<file path="config.mk">
export PLATFORM = sky130hd
export DESIGN_NAME = tss_square_cell
export DESIGN_NICKNAME = d
export VERILOG_FILES = /design/src/sv/tss_pkg.sv /design/src/sv/tss_square_cell.sv
export SDC_FILE = /design/constraint.sdc
export NUM_CORES = 2
export LEC_CHECK = 0
export BUFFER_PORTS_ARGS = -buffer_cell sky130_fd_sc_hd__buf_2
export CORE_MARGIN = 3
export CORE_UTILIZATION = 30
export CTS_BUF_LIST = sky130_fd_sc_hd__clkbuf_2 sky130_fd_sc_hd__clkbuf_4 sky130_fd_sc_hd__clkbuf_8
export DETAILED_ROUTE_END_ITERATION = 8
export PLACE_DENSITY = 0.45
export SLEW_MARGIN = 40
export SYNTH_ARGS = -nofsm -noshare
export SYNTH_HDL_FRONTEND = slang
export SYNTH_SLANG_ARGS = --single-unit
</file>
<file path="constraint.sdc">
create_clock -name aclk -period 12.79 [get_ports aclk]
set_input_delay 2.558 -clock aclk [delete_from_list [all_inputs] [get_ports aclk]]
set_output_delay 2.558 -clock aclk [all_outputs]
set_load 0.05 [all_outputs]
</file>
<file path="src/sv/tss_pkg.sv">
// Shared constants for the temperature-scaled sigmoid unit.
package tss_pkg;

    localparam int NUM_TEMP_REGS = 5;
    localparam int CFG_IDX_W     = 3;
    localparam int TEMP_W        = 16;
    localparam int LOGIT_W       = 16;
    localparam int POS_W         = 3;
    localparam int PROB_W        = 16;

    localparam logic [TEMP_W-1:0] TEMP_ONE     = 16'd2048;
    localparam logic [TEMP_W-1:0] TEMP_MIN_RAW = 16'd103;
    localparam logic [TEMP_W-1:0] TEMP_MAX_RAW = 16'd40960;

    // Quotient of the temperature divide is |x| in Q.24.
    localparam int U_W = 41;
    localparam logic [U_W-1:0] SAT_LIMIT_Q24 = 41'(12) << 24;

    localparam int TAYLOR_TERMS = 15;
    localparam int NUM_SQUARES  = 4;
    localparam int Y_W          = 30;
    localparam int TERM_W       = 31;
    localparam int SUM_W        = 33;
    localparam int E_W          = 31;
    localparam logic [E_W-1:0] Q30_ONE = 31'h4000_0000;

    // Final divide: 17 quotient bits, 32-bit denominator.
    localparam int Q2_W   = 17;
    localparam int DEN_W  = 32;
    localparam int NUM2_W = 47;

    // Sideband bits carried along the chain.
    localparam int SIDE_W   = 3;
    localparam int SIDE_NEG = 0;
    localparam int SIDE_DEF = 1;
    localparam int SIDE_SAT = 2;

endpackage

</file>
<file path="src/sv/tss_square_cell.sv">
// One squaring cell in Q.30 with round-half-up.
module tss_square_cell
    import tss_pkg::*;
(
    input  logic              aclk,
    input  logic              aresetn,
    input  logic              en,
    input  logic              in_valid,
    input  logic [E_W-1:0]    in_e,
    input  logic [SIDE_W-1:0] in_side,
    output logic              out_valid,
    output logic [E_W-1:0]    out_e,
    output logic [SIDE_W-1:0] out_side
);

    logic              valid_reg;
    logic [E_W-1:0]    e_reg;
    logic [SIDE_W-1:0] side_reg;
    logic [2*E_W-1:0]  sq;

    assign sq = (2*E_W)'(in_e) * (2*E_W)'(in_e) + ((2*E_W)'(1) << 29);

    always_ff @(posedge aclk) begin
        if (!aresetn) begin
            valid_reg <= 1'b0;
        end else if (en) begin
            valid_reg <= in_valid;
        end
    end

    always_ff @(posedge aclk) begin
        if (en) begin
            e_reg    <= sq[E_W+29:30];
            side_reg <= in_side;
        end
    end

    assign out_valid = valid_reg;
    assign out_e     = e_reg;
    assign out_side  = side_reg;

endmodule

</file>
# After elaboration in Yosys (flattened, before gate mapping)
# Index checks and enable logic that the tools add are counted.
[classes]
addsub = 1
n_mul = 1
[op_table]
columns = ["cell", "count"]
rows = [
  ["adder 61 x 30 -> 61 bit, second input constant", 1],
  ["multiplier 31 x 31 -> 61 bit", 1],
]
[word_totals]
regBits = 35
input_bits = 38
out_inout_bits = 35
elab_cells = 5

# Longest topological paths before layout
[depth]
ltp_word = 2
ltp_mapped = 29
mapped_depth_nobuf = 27

# Worst setup path after synthesis
# Ideal clock, no wire load.
[synth_timing]
path_kind = "in2reg"
start = "input port in_e[25]"
end = "register e_reg[30] (netlist: out_e[30]), data pin"
setup_time_ns = 0.278
arrival_ns = 9.450
slack_ns = 3.061
cell_stages = 26
path_buffers = 2
cell_sequence = "clkbuf_1 > clkbuf_1 > nand2_1 > fa_1 > fa_1 > inv_1 > fa_1 > inv_1 > fa_1 > inv_1 > fa_1 > fa_1 > fa_1 > inv_1 > fa_1 > inv_1 > ha_1 > and3_4 > and4_4 > nand3_2 > a211oi_2 > a221oi_2 > o41ai_2 > a311o_2 > and2_4 > o211ai_2"
[synth_between]
elab_chain_cells = 2
[synth_lines]
columns = ["item", "line_no", "source"]
rows = [
  ["from (decl)", "tss_square_cell.sv:9", "input logic [E_W-1:0] in_e,"],
  ["multiplier 31 x 31 -> 61 bit", "tss_square_cell.sv:21", "assign sq = (2*E_W)'(in_e) * (2*E_W)'(in_e) + ((2*E_W)'(1) << 29);"],
  ["adder 61 x 30 -> 61 bit", "tss_square_cell.sv:21", ""],
  ["net sq[60]", "tss_square_cell.sv:19", "logic [2*E_W-1:0] sq;"],
  ["to (signal assigned)", "tss_square_cell.sv:33", "e_reg <= sq[E_W+29:30];"],
  ["to (decl)", "tss_square_cell.sv:17", "logic [E_W-1:0] e_reg;"],
]
# The timed path passes the listed nets, and every way through them passes these cells.
# A chain may end at the register's enable or synchronous reset.

# Worst setup path after layout
[layout_timing]
start = "input port in_e[17]"
end = "register e_reg[25] (netlist: out_e[25]), data pin"
# The elaborated chain is that of the path after synthesis.

==> results.yml <==
die:
  dieArea_um2: 97900
  dieHeight_um: 313
  ios: 73
  num_rows: 111
  core_um2: 92500
  die_w_um: 313
  initial_core_util: 0.305
clock_network:
  postCtsHoldBufs: 0
  h-tree-depth: 2
  cts.sinks: 35
  path_clk_slew_ns: 0.08
  clock_path_buffers: 2
  insertion_delay_ns: 0.31
  cts_tree: "built"
  cts_resized: 0
  post_cts_buffers: 0
  cts_made_buffers: 5
  cts_root_buffer: "clkbuf_8"
route:
  avgRoutedWirePerCell_um: 18.4
  drt_wl_total_mm: 77.7
  drtIter0Drc: 631
  drc: 0
  vias: 18200
  ant_nets: 0
  first_pass_iters: 5
  vias_per_cell: 4.30
run:
  cap_viol_max_count: 0
synthesis:
  ys_top_cells_by_area: "fa_1 53%, inv_1 13%, ha_1 13%, and2_1 4.3%, edfxtp_1 3.6%"
  synth-seq-area-share: 0.0369
  synthArstFlopShare: 0
  yosysTopAreaCell: "fa_1"
  synth_ff_type: "edfxtp_1"
  yosysWarnings: 0
  synth_top_cell_area_share: 0.530
  avgSynthCellArea_um2: 9.53
  netlist-cell-type-count: 69
  synth_area_um2: 28200
  syn_inst: 2964
  syn-num-nets: 4046
  synth_edf_count: 34
  ys_ff_latch: 35
final_layout:
  drive_above_1_share: 0.0499
  antenna_cells: 0
  nFillCells: 9845
  nNetsFinal: 4066
  layout_common_cells: "1007 x inv_1, 748 x fa_1, 296 x ha_1, 269 x nand2_1, 195 x and2_1"
  area_growth_pct: 6.89
  utilization: 0.326
  final_common_cell: "inv_1"
hold_path:
  min-delay-start: "out_valid"
  hold_class: "reg2reg"
setup_path:
  arrival_ns: 10.59
  cp-startpoint: "in_e[17]"
  critPathRequiredTime_ns: 12.84
  start_kind: "primary input"
  cp_max_fo: 22
  r2r_start: "out_valid"
  critPathCaptureType: "flop"
  setup.worst_path.class: "in2reg"
placed_design:
  dp_hpwl_mm: 67.3
  portBuffers: 72
  gp_congestion: 0.849
grt:
  grt_pass1_vias: 20900
  grt.total_usage: 0.165
  grt_pass1_wl_mm: 124
  antenna_found_initial: 0
  grt.overflow.total: 0
  grt_max_degree: 36
timing:
  max_slew_margin: 0.454
  rsz0062_at_grt: "false"
  skew_ns: 0
  slew_violations: 0
  whs_ns: 0.530
  tightest_slew_ns: 0.812
  tns_ns: 0
  hold_viol: 0
  max_freq_mhz: 94.9
  period_share: 0.824
  min_period_ns: 10.54
  finalSetupViolCount: 0
run_status:
  status: "completed"
## metal layers
layer  global-route usage  wire [µm]  part of all wire  vias to the layer above
li1                     -          -                 -                     8464
met2                0.295      39500              0.51                      199
met3               0.0124       1920             0.025                       33
met1                0.228      35400              0.46                     9483
met5                    0          0                 0                        -
met4               0.0155        827             0.011                        0
## logic make-up (layout without fill, tap and decap cells)
| group | count (synthesis) | after routing | share of synthesized area |
|---|---|---|---|
| AND/OR/NAND/NOR | 579 | 579 | 0.100 |
| AO/OA/AOI/OAI | 136 | 136 | 0.0338 |
| XOR/XNOR | 61 | 61 | 0.0192 |
| multiplexers | 4 | 4 | 0.00146 |
| flip-flops | 35 | 35 | 0.0369 |
| adder cells (fa/ha/maj) | 1045 | 1045 | 0.662 |
| buffers and inverters | 1104 | 1125 | 0.147 |
## layout make-up
cell class	count	area [µm²]	area share
Clock buffer	6	76.3	0.00253
Clock inverter	2	37.5	0.00124
Inverter	1009	3790	0.125
Multi-Input combinational cell	1825	23100	0.764
Sequential cell	35	1040	0.0345
Tap cell	1243	1560	0.0515
Timing Repair Buffer	108	636	0.0211
## sequential cells by signal (all words and copies together) (netlist names)
name / cells
out_valid: 1
out_e: 31
out_side: 3
## metrics by stage
stage,setup slack (ns),instances,instance area (µm²)
final,2.25,4228,30200
after global routing,1.81,4228,30200
after CTS,2.26,4228,30200
after detailed placement,1.91,4220,30100
after global placement,2.01,4220,30100
after floorplan,3.06,2964,28200
## cells in the mapped netlist, drive strengths merged (21+ instances only)
| cell | number |
|---|---|
| a21oi | 47 |
| and2 | 196 |
| clkbuf | 92 |
| edfxtp | 34 |
| fa | 748 |
| ha | 296 |
| inv | 1007 |
| nand2 | 269 |
| nor2 | 51 |
| o21ai | 21 |
| xnor2 | 33 |
| xor2 | 28 |
## final timing paths
path | to | slack [ns] | cells past startpoint
max reg2reg | out_valid | 12.20 | 2
min | out_valid | 0.53 | 2
min reg2reg | out_valid | 0.53 | 2
max | out_e[25] | 2.25 | 25
## critical path: stages
cell      delay [ns]
buf_2           0.53
inv_1           0.31
nor2_1          0.27
fa_1            0.48
fa_1            0.55
inv_1           0.06
fa_1            0.44
fa_1            0.54
inv_1           0.05
fa_1            0.55
fa_1            0.43
fa_1            0.48
inv_1           0.05
fa_1            0.47
inv_1           0.04
ha_1            0.31
a21oi_2         0.19
o21ai_0         0.17
nor3_1          0.17
nand4_1         0.27
a31oi_1         0.68
o211ai_1        0.24
a211oi_1        0.41
o311ai_1        0.15
xor2_1          0.16
Power is left out: the tool's default activity adds up to more than one toggle a clock period on the data nets, which glitch-free logic cannot reach.
