`src/sv/tss_pkg.sv`:
```
// Shared constants for the temperature-scaled sigmoid unit.
package tss_pkg;

    localparam int NUM_TEMP_REGS = 5;
    localparam int CFG_IDX_W     = 3;
    localparam int TEMP_W        = 16;
    localparam int LOGIT_W       = 16;
    localparam int POS_W         = 3;
    localparam int PROB_W        = 16;

    localparam logic [TEMP_W-1:0] TEMP_ONE     = 16'd2048;
    localparam logic [TEMP_W-1:0] TEMP_MIN_RAW = 16'd103;
    localparam logic [TEMP_W-1:0] TEMP_MAX_RAW = 16'd40960;

    // Quotient of the temperature divide is |x| in Q.24.
    localparam int U_W = 41;
    localparam logic [U_W-1:0] SAT_LIMIT_Q24 = 41'(12) << 24;

    localparam int TAYLOR_TERMS = 15;
    localparam int NUM_SQUARES  = 4;
    localparam int Y_W          = 30;
    localparam int TERM_W       = 31;
    localparam int SUM_W        = 33;
    localparam int E_W          = 31;
    localparam logic [E_W-1:0] Q30_ONE = 31'h4000_0000;

    // Final divide: 17 quotient bits, 32-bit denominator.
    localparam int Q2_W   = 17;
    localparam int DEN_W  = 32;
    localparam int NUM2_W = 47;

    // Sideband bits carried along the chain.
    localparam int SIDE_W   = 3;
    localparam int SIDE_NEG = 0;
    localparam int SIDE_DEF = 1;
    localparam int SIDE_SAT = 2;

endpackage

```
`src/sv/tss_div_cell.sv`:
```
// One restoring-division cell: produces one quotient bit per cycle while en is high.
module tss_div_cell
    import tss_pkg::*;
#(
    parameter int DW = 16,
    parameter int LW = 41
) (
    input  logic              aclk,
    input  logic              aresetn,
    input  logic              en,
    input  logic              in_valid,
    input  logic [DW-1:0]     in_rem,
    input  logic [LW-1:0]     in_low,
    input  logic [DW-1:0]     in_div,
    input  logic [SIDE_W-1:0] in_side,
    output logic              out_valid,
    output logic [DW-1:0]     out_rem,
    output logic [LW-1:0]     out_low,
    output logic [DW-1:0]     out_div,
    output logic [SIDE_W-1:0] out_side
);

    logic              valid_reg;
    logic [DW-1:0]     rem_reg, rem_next;
    logic [LW-1:0]     low_reg, low_next;
    logic [DW-1:0]     div_reg;
    logic [SIDE_W-1:0] side_reg;
    logic [DW:0]       trial;
    logic              fits;

    always_comb begin
        trial = {in_rem, in_low[LW-1]};
        fits  = trial >= {1'b0, in_div};
        if (fits) begin
            rem_next = DW'(trial - {1'b0, in_div});
        end else begin
            rem_next = trial[DW-1:0];
        end
        low_next = {in_low[LW-2:0], fits};
    end

    always_ff @(posedge aclk) begin
        if (!aresetn) begin
            valid_reg <= 1'b0;
        end else if (en) begin
            valid_reg <= in_valid;
        end
    end

    always_ff @(posedge aclk) begin
        if (en) begin
            rem_reg  <= rem_next;
            low_reg  <= low_next;
            div_reg  <= in_div;
            side_reg <= in_side;
        end
    end

    assign out_valid = valid_reg;
    assign out_rem   = rem_reg;
    assign out_low   = low_reg;
    assign out_div   = div_reg;
    assign out_side  = side_reg;

endmodule

```
`config.mk`:
```
export PLATFORM = sky130hd
export DESIGN_NAME = tss_div_cell
export DESIGN_NICKNAME = d
export VERILOG_FILES = /design/src/sv/tss_pkg.sv /design/src/sv/tss_div_cell.sv
export SDC_FILE = /design/constraint.sdc
export NUM_CORES = 1
export LEC_CHECK = 0
export BUFFER_PORTS_ARGS = -buffer_cell sky130_fd_sc_hd__buf_2
export CAP_MARGIN = 0
export CORE_ASPECT_RATIO = 2
export CORE_MARGIN = 1.5
export CORE_UTILIZATION = 40
export CTS_CLUSTER_DIAMETER = 150
export DETAILED_ROUTE_END_ITERATION = 6
export PLACE_DENSITY = 0.7
export SLEW_MARGIN = 20
export SYNTH_ARGS = -nofsm -noshare
export SYNTH_HDL_FRONTEND = slang
export SYNTH_SLANG_ARGS = --single-unit
```
`constraint.sdc`:
```
create_clock -name aclk -period 3.9 [get_ports aclk]
set_clock_uncertainty 0.05 [all_clocks]
set_input_delay 0.78 -clock aclk [delete_from_list [all_inputs] [get_ports aclk]]
set_output_delay 0.78 -clock aclk [all_outputs]
set_load 0.1 [all_outputs]
```
* After elaboration in Yosys (flattened, before gate mapping)
Cells that the tools add are included.
Widths: inputs -> output; s select.
** Word-level totals
- Bits in registers :: 77
- Input bits :: 80
- Output and inout bits :: 77
- Logic and storage cells :: 8
** Cells by class
- $add $sub $neg :: 1
- Magnitude comparators :: 1
- Multiplexer cells :: 1
** Operators with widths (number)
- $ge 17x16->1 :: 1
- $mux 16 :: 1
- $sub 16x16->16 :: 1

* Longest topological paths before layout
- Depth after elaboration :: 2
- Gate-level depth with buffers :: 12
- Mapped depth without buffers :: 9

* Least setup slack after synthesis
OpenSTA, ideal clock, no wires.
- Kind :: input port to flip-flop
- From :: input port in_div[12]
- To :: register rem_reg[10], in the netlist out_rem[10], data pin
- Library setup time :: 260 ps
- Arrival time :: 2734 ps
- Required time :: 3590 ps
- Slack :: 856 ps
- Stages on the path :: 12
- Buffers on the path :: 4
- Cells stage by stage :: inv_1 -> ha_1 -> buf_6 -> and2_4 -> buf_6 -> a221o_1 -> a21boi_4 -> and2_4 -> buf_8 -> inv_4 -> buf_12 -> mux2_4
** Between the ends
- Longest elaborated chain between the ends :: 2
** Ends and longest elaborated chain
- start: declaration :: line tss_div_cell.sv:14 : input logic [DW-1:0] in_div,
- $ge 17x16->1 :: line tss_div_cell.sv:33 : fits = trial >= {1'b0, in_div};
- named net fits :: line tss_div_cell.sv:29 : logic fits;
- $mux 16 :: line tss_div_cell.sv:34 : if (fits) begin
- named net rem_next[10] :: line tss_div_cell.sv:24 : logic [DW-1:0] rem_reg, rem_next;
- end signal: assignment :: line tss_div_cell.sv:52 : rem_reg <= rem_next;
- end: declaration :: line tss_div_cell.sv:24
The timed path passes the listed nets, and every way through them passes these cells.
A chain may end at the register's enable or synchronous reset.

* Worst setup path after layout
- From :: input port in_div[8]
- To :: register rem_reg[5], in the netlist out_rem[5], data pin
** Between the ends
- Longest elaborated chain between the ends :: 2
** Ends and longest elaborated chain (line)
- $ge 17x16->1 :: tss_div_cell.sv:33
- $mux 16 :: tss_div_cell.sv:34
- named net rem_next[5] :: tss_div_cell.sv:24
The timed path passes the listed nets, and every way through them passes these cells.

==> summary.txt <==
Timing
  • Setup ws final: about 0.86 ns
  • Slew HR: 0.371
  • Period utilisation layout: 0.780
  • Tmin final: approximately 3.0 ns
  • FMAX: 329 MHz
  • Fin Setup TNS: 0 ns
  • Final hold viol count: 0
  • Finish-stage setup viols: 0
  • Slew @ Worst Pin: 0.943 ns
  • Fin. max-slew vios: 0
  • RSZ-0062 raised after global routing: no

Worst setup path
  • CP Launch Point: in_div[8]
  • CP Class: in2reg
  • Crit path launch type: input port
  • CP max stage delay: 0.47 ns
  • Max FO, Critical Path: 11
  • CP Data Required Time: 3.92 ns
  • Endpoint type of the worst setup path: flip-flop
  • Slowest cell on crit path: a221o_1
  • Buf+Inv Stages, Crit Path: 3
  • Worst reg2reg path startpoint: out_valid
  • CP Data Arrival Time: 3.07 ns
  • Family with the most delay on the worst path: compound AO/OA/AOI/OAI gates
  • Critical-path cell list: buf_2, inv_1, ha_1, a21oi_2, o21ai_1, a221o_1, a21boi_4, and2_4, inv_4, mux2_4

Place
  • Pre-CTS WS: approximately 0.50 ns
  • Dpl cell area: 4360 um2
  • Post-detail-place hpwl: between 6 and 7 mm
  • Gpl congestion: about 0.84
  • Port Buf Inserts: 156

Clock tree
  • Post-CTS setup buffer count: 0
  • PostCTS Resize Cnt: 0
  • Longest Clk Path Bufs: 2
  • Num CTS Buffers: 9
  • Reg clk slew, reported paths: 0.05 ns
  • CTS tree: yes
  • Hold_buf cts: 0
  • Clock latency on the worst-skew pair: about 0.32 ns
  • # clock sinks: 77
  • H-tree depth: 3
  • CTS root buffer: clkbuf_16

Die
  • Starting Density: 0.409
  • IO Pins: about 160
  • Die area: 9380 um2
  • Die Span Y: 135 um
  • Die X-Extent: 69.2 um
  • Row cnt: between 40 and 50
  • CORE AREA: approximately 8600 um2

Global route
  • Met1 usage: 0.167
  • First-pass GRT wire length: 12.3 mm
  • Gr usage total: 0.174
  • GR Layer Usage met3: 0.0461
  • Grt peak-use layer: met2
  • Total gr overflow: 0
  • Initial antenna violation count: 0
  • Number of global-route vias before repair: approximately 2400
  • Grt met2 use: 0.334
  • Pin count of the biggest net entering global routing: 78

Routing
  • Iteration-0 DRC Markers: approximately 230
  • Drt pass-1 iters: 4
  • DR WL/cell: 16.7 um
  • Via count: 2526
  • WL final: 8.32 mm
  • DR vias/cell: 5.06
  • Drt drc: 0
  • Antenna Violating Nets Remaining: 0

Yosys
  • Yosys top cell by area: edfxtp_1
  • Share of the synthesized area in the top cell type: 0.650
  • Register area share after synthesis: 0.656
  • Cell Area, Synth: 3510 um2
  • Synth Instances: 232
  • Synth Warn #: 0
  • Syn nets: 329
  • Most common cell in the netlist: edfxtp_1
  • Syn_area_per_cell: 15.1 um2
  • EDFF count, synth: 76
  • Cell variety after synth: 47
  • Synth Flop Type: edfxtp_1
  • Register bit total from synthesis: slightly below 80
  • Fraction of registers with async set or reset after synthesis: 0
  • Top post-synthesis cells by area: edfxtp_1, ha_1, mux2_4
  • Synth cell count leaders: edfxtp_1, inv_1, ha_1

Power and ir drop
  • Peak supply drop: ~0.26 mV
  • Leakage power: 2.10 nW
  • PwrDens: 572 nW/um2

Layout
  • N_diodes: 0
  • Fin nets: between 400 and 500
  • Layout cells sized above 1: 0.464
  • Area Growth Syn to Fin: 31.6%
  • Design Area, Final: ~4600 um2

Worst hold path
  • Hold Path Class: reg2reg
  • Min-delay src: out_valid

Job
  • Max_cap viols: 0

Outcome
  • Status: finished clean
[stage by stage]
stage / hold slack [ns] / instances / utilization / total power, mW
after floorplan: 0.829 / 232 / - / 1.78
after global placement: 0.442 / 483 / 0.507 / 1.93
after detailed placement: 0.475 / 483 / 0.507 / 1.94
after CTS: 0.488 / 499 / 0.538 / 2.66
after global routing: 0.521 / 499 / 0.538 / 2.73
final: 0.482 / 499 / 0.538 / 2.64
[per-layer routing]
metal / up-vias / wire (um) / part of all wire
li1: 1209 / - / -
met1: 1184 / 2790 / 0.33
met2: 121 / 4800 / 0.58
met3: 12 / 526 / 0.063
met4: 0 / 203 / 0.024
met5: - / 0 / 0
[logic make-up after synthesis]
group                      share of synthesized area
AOI/OAI and AO/OA                              0.115
xor gates and xnor gates                      0.0225
adders and majority gates                     0.0627
buffers and inverters                         0.0396
DFF                                            0.656
muxes                                         0.0431
and+or+nand+nor                               0.0610
[worst register-to-register path, delay by kind of cell, from the launching register on]
kind | cells | cell delay, ns
simple gates | 1 | 0.06
flops | 1 | 0.31
mux | 1 | 0.12
[state kept, by name, indices dropped and copies added (netlist names)]
name	count
out_div	16
out_valid	1
out_low	41
out_rem	16
out_side	3
[area by class of cell]
class	count	area (um2)
Timing Repair Buffer	156	783
Tap cell	100	125
Clock buffer	12	236
Clock inverter	4	25.0
Inverter	20	77.6
Fill cell	719	3970
Sequential cell	77	2300
Multi-Input combinational cell	130	1070
[where the power goes]
group          leakage, nW  internal [mW]  switching [mW]
combinational         1.23          0.172           0.721
sequential           0.752           1.00          0.0191
clock                0.123          0.428           0.295
total                 2.10           1.60            1.04
[worst paths after layout]
path	slack (ns)	end	cells after the start
setup / recovery	0.86	out_rem[5]	10
setup reg to reg	3.25	out_valid	2
hold / removal	0.48	out_valid	2
hold reg to reg	0.48	out_valid	2
[layout by cell type, fill, tap and decap left out, drive strengths merged, types with 3 or more instances in the layout]
cell	netlist	final
o21a	6	6
o31ai	5	5
a21oi	4	4
xor2	4	4
inv	20	20
o21ai	10	10
ha	16	16
nand3	7	7
clkbuf	1	12
and2	3	3
a211oi	3	3
nor2	12	12
a211o	3	3
buf	4	156
a21boi	4	4
xnor2	5	5
nor3	3	3
nand2	5	5
mux2	9	9
a21o	5	5
edfxtp	76	76
No activity file was read; power rests on OpenSTA's default activity.
