**config.mk**
```make
export PLATFORM = sky130hd
export DESIGN_NAME = tss_taylor_cell
export DESIGN_NICKNAME = d
export VERILOG_FILES = /design/src/sv/tss_pkg.sv /design/src/sv/tss_taylor_cell.sv
export SDC_FILE = /design/constraint.sdc
export NUM_CORES = 2
export LEC_CHECK = 0
export BUFFER_PORTS_ARGS = -buffer_cell sky130_fd_sc_hd__buf_2
export CAP_MARGIN = 30
export CORE_UTILIZATION = 50
export CTS_CLUSTER_DIAMETER = 200
export DETAILED_ROUTE_END_ITERATION = 8
export GPL_TIMING_DRIVEN = 0
export PLACE_DENSITY_LB_ADDON = 0.08
export REMOVE_ABC_BUFFERS = 1
export SKIP_LAST_GASP = 1
export SLEW_MARGIN = 20
export SYNTH_ARGS = -nofsm -noshare
export SYNTH_HDL_FRONTEND = slang
export SYNTH_SLANG_ARGS = --single-unit
```
**constraint.sdc**
```tcl
create_clock -name aclk -period 9.6 [get_ports aclk]
set_clock_uncertainty 0.1 [all_clocks]
set_input_delay 0.48 -clock aclk [delete_from_list [all_inputs] [get_ports aclk]]
set_output_delay 0.48 -clock aclk [all_outputs]
set_load 0.1 [all_outputs]
```
**src/sv/tss_pkg.sv**
```systemverilog
// Shared constants for the temperature-scaled sigmoid unit.
package tss_pkg;

    localparam int NUM_TEMP_REGS = 5;
    localparam int CFG_IDX_W     = 3;
    localparam int TEMP_W        = 16;
    localparam int LOGIT_W       = 16;
    localparam int POS_W         = 3;
    localparam int PROB_W        = 16;

    localparam logic [TEMP_W-1:0] TEMP_ONE     = 16'd2048;
    localparam logic [TEMP_W-1:0] TEMP_MIN_RAW = 16'd103;
    localparam logic [TEMP_W-1:0] TEMP_MAX_RAW = 16'd40960;

    // Quotient of the temperature divide is |x| in Q.24.
    localparam int U_W = 41;
    localparam logic [U_W-1:0] SAT_LIMIT_Q24 = 41'(12) << 24;

    localparam int TAYLOR_TERMS = 15;
    localparam int NUM_SQUARES  = 4;
    localparam int Y_W          = 30;
    localparam int TERM_W       = 31;
    localparam int SUM_W        = 33;
    localparam int E_W          = 31;
    localparam logic [E_W-1:0] Q30_ONE = 31'h4000_0000;

    // Final divide: 17 quotient bits, 32-bit denominator.
    localparam int Q2_W   = 17;
    localparam int DEN_W  = 32;
    localparam int NUM2_W = 47;

    // Sideband bits carried along the chain.
    localparam int SIDE_W   = 3;
    localparam int SIDE_NEG = 0;
    localparam int SIDE_DEF = 1;
    localparam int SIDE_SAT = 2;

endpackage

```
**src/sv/tss_taylor_cell.sv**
```systemverilog
// One Taylor-series cell for exp(-y): term_k = floor(floor(term*y/2^30)/K).
module tss_taylor_cell
    import tss_pkg::*;
#(
    parameter int K = 1
) (
    input  logic                    aclk,
    input  logic                    aresetn,
    input  logic                    en,
    input  logic                    in_valid,
    input  logic [Y_W-1:0]          in_y,
    input  logic [TERM_W-1:0]       in_term,
    input  logic signed [SUM_W-1:0] in_sum,
    input  logic [SIDE_W-1:0]       in_side,
    output logic                    out_valid,
    output logic [Y_W-1:0]          out_y,
    output logic [TERM_W-1:0]       out_term,
    output logic signed [SUM_W-1:0] out_sum,
    output logic [SIDE_W-1:0]       out_side
);

    localparam logic [31:0] RECIP = 32'((64'd1 << 31) / K);
    localparam bit          ODD   = (K % 2) == 1;

    // Stage a: product with y.
    logic                    a_valid_reg;
    logic [TERM_W-1:0]       a_p_reg;
    logic [Y_W-1:0]          a_y_reg;
    logic signed [SUM_W-1:0] a_sum_reg;
    logic [SIDE_W-1:0]       a_side_reg;
    // Stage b: reciprocal estimate of p / K.
    logic                    b_valid_reg;
    logic [TERM_W-1:0]       b_p_reg;
    logic [TERM_W-1:0]       b_q_reg;
    logic [Y_W-1:0]          b_y_reg;
    logic signed [SUM_W-1:0] b_sum_reg;
    logic [SIDE_W-1:0]       b_side_reg;
    // Stage c: corrected quotient and accumulation.
    logic                    c_valid_reg;
    logic [TERM_W-1:0]       c_term_reg, c_term_next;
    logic [Y_W-1:0]          c_y_reg;
    logic signed [SUM_W-1:0] c_sum_reg, c_sum_next;
    logic [SIDE_W-1:0]       c_side_reg;

    logic [TERM_W+Y_W-1:0]   prod_a;
    logic [TERM_W+31:0]      prod_b;
    logic [TERM_W+3:0]       qk;
    logic [TERM_W+3:0]       rem_c;

    assign prod_a = (TERM_W+Y_W)'(in_term) * (TERM_W+Y_W)'(in_y);
    assign prod_b = (TERM_W+32)'(a_p_reg) * (TERM_W+32)'(RECIP);

    always_comb begin
        // The estimate is never more than one below the true quotient.
        qk    = (TERM_W+4)'(b_q_reg) * (TERM_W+4)'(K);
        rem_c = (TERM_W+4)'(b_p_reg) - qk;
        if (rem_c >= (TERM_W+4)'(K)) begin
            c_term_next = b_q_reg + 1'b1;
        end else begin
            c_term_next = b_q_reg;
        end
        if (ODD) begin
            c_sum_next = b_sum_reg - $signed({2'b00, c_term_next});
        end else begin
            c_sum_next = b_sum_reg + $signed({2'b00, c_term_next});
        end
    end

    always_ff @(posedge aclk) begin
        if (!aresetn) begin
            a_valid_reg <= 1'b0;
            b_valid_reg <= 1'b0;
            c_valid_reg <= 1'b0;
        end else if (en) begin
            a_valid_reg <= in_valid;
            b_valid_reg <= a_valid_reg;
            c_valid_reg <= b_valid_reg;
        end
    end

    always_ff @(posedge aclk) begin
        if (en) begin
            a_p_reg    <= prod_a[TERM_W+Y_W-1:30];
            a_y_reg    <= in_y;
            a_sum_reg  <= in_sum;
            a_side_reg <= in_side;
            b_p_reg    <= a_p_reg;
            b_q_reg    <= prod_b[TERM_W+30:31];
            b_y_reg    <= a_y_reg;
            b_sum_reg  <= a_sum_reg;
            b_side_reg <= a_side_reg;
            c_term_reg <= c_term_next;
            c_y_reg    <= b_y_reg;
            c_sum_reg  <= c_sum_next;
            c_side_reg <= b_side_reg;
        end
    end

    assign out_valid = c_valid_reg;
    assign out_y     = c_y_reg;
    assign out_term  = c_term_reg;
    assign out_sum   = c_sum_reg;
    assign out_side  = c_side_reg;

endmodule

```
# ---- After elaboration in Yosys (flattened, before gate mapping)
# Cells that the tools add are included.
dict set report totals {
  ramBits 0
  inputBits 101
  latch_bits 0
  ff_bits 294
  word_cells 21
  n_memories 0
  rom_bits 0
}
dict set report op_classes {
  multipliers 1
  n_mux 1
  magnitude_cmp 1
  shifts 0
  addsub 3
  reduce_logical 0
  n_eq_ne 0
  n_bitwise 0
  n_div 0
}
# operator n
set ops {}
lappend ops {{$mul 31x30->61} 1}
lappend ops {{$ge 35x1->1 const B} 1}
lappend ops {{$sub 33x32->33} 1}
lappend ops {{$sub 31x31->32} 1}
lappend ops {{$add 31x1->31 const B} 1}
lappend ops {{$mux 31} 1}

# ---- Depth between registers and ports, before layout
dict set report logic_depth {
  ltp_word 4
  ltp_mapped 28
  depth_no_buf 26
}

# ---- Worst setup path after synthesis
# Ideal clock, no wire load.
dict set report synth_path {
  path_type {input -> register}
  startpoint {in in_y[8]}
  endpoint {reg a_p_reg[8], data pin}
  cell_stages 25
  setup_ns 0.260
  setup_slack_ns 2.278
  path_buffers 1
  t_arrival_ns 6.962
  required_time_ns 9.240
  cell_sequence {clkbuf_1 -> and2_1 -> fa_1 -> fa_1 -> inv_1 -> fa_1 -> fa_1 -> inv_1 -> fa_1 -> fa_1 -> fa_1 -> inv_1 -> fa_1 -> inv_1 -> ha_1 -> and4_1 -> and4_1 -> nand3_1 -> a21oi_1 -> a41o_1 -> a211oi_2 -> inv_2 -> a31o_2 -> a221oi_2 -> xnor2_1}
}
dict set report synth_via {
  elab_chain_len 1
}
# item line
set synth_rtl {}
lappend synth_rtl {{start, declared} tss_taylor_cell.sv:11} ;# input logic [Y_W-1:0] in_y,
lappend synth_rtl {{$mul 31x30->61} tss_taylor_cell.sv:50} ;# assign prod_a = (TERM_W+Y_W)'(in_term) * (TERM_W+Y_W)'(in_y);
lappend synth_rtl {{named net prod_a[38]} tss_taylor_cell.sv:45} ;# logic [TERM_W+Y_W-1:0] prod_a;
lappend synth_rtl {{end signal, assigned} tss_taylor_cell.sv:83} ;# a_p_reg <= prod_a[TERM_W+Y_W-1:30];
lappend synth_rtl {{end, declared} tss_taylor_cell.sv:27} ;# logic [TERM_W-1:0] a_p_reg;
# The timed path passes the listed nets, and every way through them passes these cells.
# A chain may end at the register's enable or synchronous reset.

# ---- Final worst setup path
dict set report layout_path {
  startpoint {in in_y[7]}
  endpoint {reg a_p_reg[27], data pin}
}
# Same word-level chain as after synthesis.

==> results.md <==
* Drt total wl at 102 mm
* Biggest fanout along the worst timing path at 32
* Minimum clock period at 8.29 ns
* Worst setup slack for register-to-register paths at 6.15 ns
* Cell depth of the worst flop-to-flop path at 12
* Pin slew with the least headroom to its limit at 1.07 ns
* Worst slew slack as a fraction of its limit at 28.5%
* Root buffer cell: sky130_fd_sc_hd__clkbuf_16
* Number of inserted filler cells in the final layout at 7201
* Post-synth top flop: sky130_fd_sc_hd__edfxtp_1
* Floorplan die area at 0.0817 mm^2
* Setup Viol. Count Final at 0
* Number of buffer cells added on primary ports at 198
* Nets at 5093
* Count of antenna-violating nets left after detailed routing at 0
* Clock Latency Late Sink at 0.55 ns
* Simple-Gate Fraction of Synth Area at 14.2%
* Max-cap violations at 0
* Total global routing track utilization at 26.1%
* Cell Area, Synth at 0.0403 mm^2
* Via count of the first global-routing pass at 27600
* Dominant combinational cell family by area after synthesis: adder cells
* Endpoint of the most critical register-to-register path: out_sum[28]$_DFFE_PP_
* Average wire per cell in the routed design at 20.5 um
* Distinct cells, synth at 59
* Worst min-delay path class: in2reg
* Fraction of registers with async set/reset at 0%
* Final worst path period share at 86.4%
* Number of DRC markers after the initial detailed-route iteration at 1580
* Number of synthesized flops with an enable pin at 291
* Hold path depth at 1
* First-pass GRT wire length at 162 mm
* Number of core rows at 103
* Kind of capture point of the worst setup path: register
* Total via count after detailed routing at 26000
* Width of the die at 286 um
* Origin of the critical flop-to-flop path: b_q_reg[0]$_DFFE_PP_
* Final-layout setup total negative slack at 0 ns
* Area added between synthesis and finish at 6.87%
* Maximum clock insertion buffer count at 3
* Required time at the endpoint of the critical path at 9.80 ns
* Endpoint of the worst hold path: a_side_reg[2]$_DFFE_PP_
* Critical path arrival at 8.49 ns
* Number of hold-slack violations in the final timing report at 0
* Clock Sinks at 294
* Total congestion overflow at 0
* Final number of max-transition violations at 0
* Crit start category: input port
* Initial antenna violation count at 1
* Count of TritonRoute iterations in the first routing pass at 5
* Mux cell area share after synthesis at 0.0745%
* Final GP Congestion at 0.837
* Clock slew at the register clock pins of the worst setup and hold paths at 0.06 ns
* Post-synthesis adder-cell area fraction at 48.7%
* Fraction of final layout cells sized beyond drive strength 1 at 6.47%
* Post-synthesis xor/xnor area fraction at 1.39%
* Beginning of the worst hold path: in_side[2]
* Cts bufs inserted at 27
* DP Wirelength at 72.2 mm
* Boundary pin count at 199
* Complex-gate fraction of the synthesized area at 3.82%
* Achievable clock frequency at 0.121 GHz
* Worst-case hold slack at 0.0391 ns
* Initial core utilization at 50.8%
* Vias per Instance at 5.21
* Remaining design rule violation count at 0
* Flip-flop and latch count after synthesis at 294
* Pin count of the biggest net entering global routing at 110
* Run status: completed
* Post-Syn Instances at 3844
* Overall die height at 286 um
* Total of warnings raised by yosys at 0
* CTS tree: done
* Core region area at 0.0794 mm^2
* Critical Setup Path Class: in2reg
* Sequential fraction of the synthesis area at 21.8%
* Number of levels the H-tree was split into at 1
* Unrepaired setup endpoints after global routing: no
* Mean instance size in the synthesized netlist at 10.5 um^2
through the flow:
stage	std cells	util (%)	setup slack, ns	instance area (um^2)
after floorplan	3650	-	2.45	39600
after global placement	4898	52.7	0.800	41900
after detailed placement	4900	52.8	0.797	41900
after global routing	4978	54.2	0.905	43100
after CTS	4977	54.2	1.40	43100
final	4979	54.2	1.31	43100
Yosys cell counts (all sizes together) (6+ instances only):
library cell / count / area [um^2]
a31oi: 10 / 68.8
nand3: 23 / 120
and3: 8 / 50.1
nand4: 15 / 93.8
clkbuf: 193 / 724
a211oi: 10 / 85.1
nor2: 41 / 154
fa: 808 / 16200
ha: 277 / 3470
inv: 867 / 3250
nor2b: 10 / 62.6
xor2: 23 / 201
edfxtp: 291 / 8740
a21o: 40 / 300
a21oi: 77 / 389
nand2b: 8 / 50.1
nand2: 414 / 1550
and2: 567 / 3550
o21a: 6 / 45.0
o21bai: 11 / 82.6
o21ai: 45 / 229
xnor2: 41 / 359
kinds of logic after synthesis:
family / count (synthesis)
AND/OR/NAND/NOR: 1102
adder cells (fa/ha/maj): 1085
buffers and inverters: 1061
flip-flops: 294
AO/OA/AOI/OAI: 235
XOR/XNOR: 64
multiplexers: 3
per-layer routing:
metal	global-route usage [%]	vias up	routed length, um
met3	2.96	102	6010
met2	40.4	737	45800
met5	0	-	0
met4	4.67	0	1630
met1	40.1	13500	48600
li1	-	11600	-
worst max-delay path by stage:
stage,startpoint,endpoint,slack [ns],depth (start not counted)
finish,in_y[7],a_p_reg[27]$_DFFE_PP_,1.31,25
global route,in_y[7],a_p_reg[27]$_DFFE_PP_,0.90,25
CTS,in_y[7],a_p_reg[27]$_DFFE_PP_,1.40,25
detailed placement,in_y[7],a_p_reg[27]$_DFFE_PP_,0.80,25
global placement,in_y[21],a_p_reg[27]$_DFFE_PP_,0.80,26
floorplan,in_term[18],a_p_reg[8]$_DFFE_PP_,2.45,24
layout by cell type, fill, tap and decap left out, drive strengths merged, types with 11 or more instances in the layout:
| cell type | count |
|---|---|
| dlygate4sd3 | 28 |
| a21oi | 77 |
| xnor2 | 41 |
| fa | 808 |
| o21bai | 11 |
| buf | 200 |
| and2 | 567 |
| nand2 | 414 |
| nand3 | 23 |
| nor2 | 41 |
| a21o | 40 |
| xor2 | 23 |
| ha | 277 |
| edfxtp | 291 |
| clkinv | 14 |
| clkbuf | 30 |
| o21ai | 45 |
| nand4 | 15 |
| inv | 868 |
critical path, cell delays in order:
cell	delay, ns
sky130_fd_sc_hd__buf_2	0.76
sky130_fd_sc_hd__and2_1	0.27
sky130_fd_sc_hd__fa_1	0.45
sky130_fd_sc_hd__fa_1	0.54
sky130_fd_sc_hd__inv_1	0.06
sky130_fd_sc_hd__fa_1	0.59
sky130_fd_sc_hd__fa_1	0.46
sky130_fd_sc_hd__fa_1	0.54
sky130_fd_sc_hd__inv_1	0.05
sky130_fd_sc_hd__fa_1	0.45
sky130_fd_sc_hd__fa_1	0.49
sky130_fd_sc_hd__inv_1	0.06
sky130_fd_sc_hd__fa_1	0.49
sky130_fd_sc_hd__inv_1	0.04
sky130_fd_sc_hd__ha_1	0.40
sky130_fd_sc_hd__a21oi_1	0.19
sky130_fd_sc_hd__nor2_1	0.07
sky130_fd_sc_hd__a2111oi_0	0.40
sky130_fd_sc_hd__a21oi_1	0.16
sky130_fd_sc_hd__a311oi_1	0.52
sky130_fd_sc_hd__nor2_1	0.24
sky130_fd_sc_hd__a31oi_2	0.34
sky130_fd_sc_hd__o21ai_1	0.15
sky130_fd_sc_hd__a21oi_1	0.19
sky130_fd_sc_hd__xnor2_1	0.10
layout make-up:
class,instances,area (um^2),share of cell area [%]
diodes,2,5.00,0.0116
clock buffers,30,687,1.60
clock inverters,19,156,0.363
inverters,867,3250,7.56
multi-input cells,2489,27500,63.9
flip-flops and latches,294,8800,20.4
well taps,1050,1310,3.05
repair buffers,228,1340,3.10
repair_timing:
action | 4_1_cts | 5_1_grt
hold endpoints to repair | 28 | 0
buffers inserted | 0 | 0
setup endpoints to repair | 0 | 0
hold buffers | 28 | 0
resized for setup | 0 | 0
Power is not shown: default switching activity piles up to over one toggle a cycle in this logic, so the estimate is an artifact.
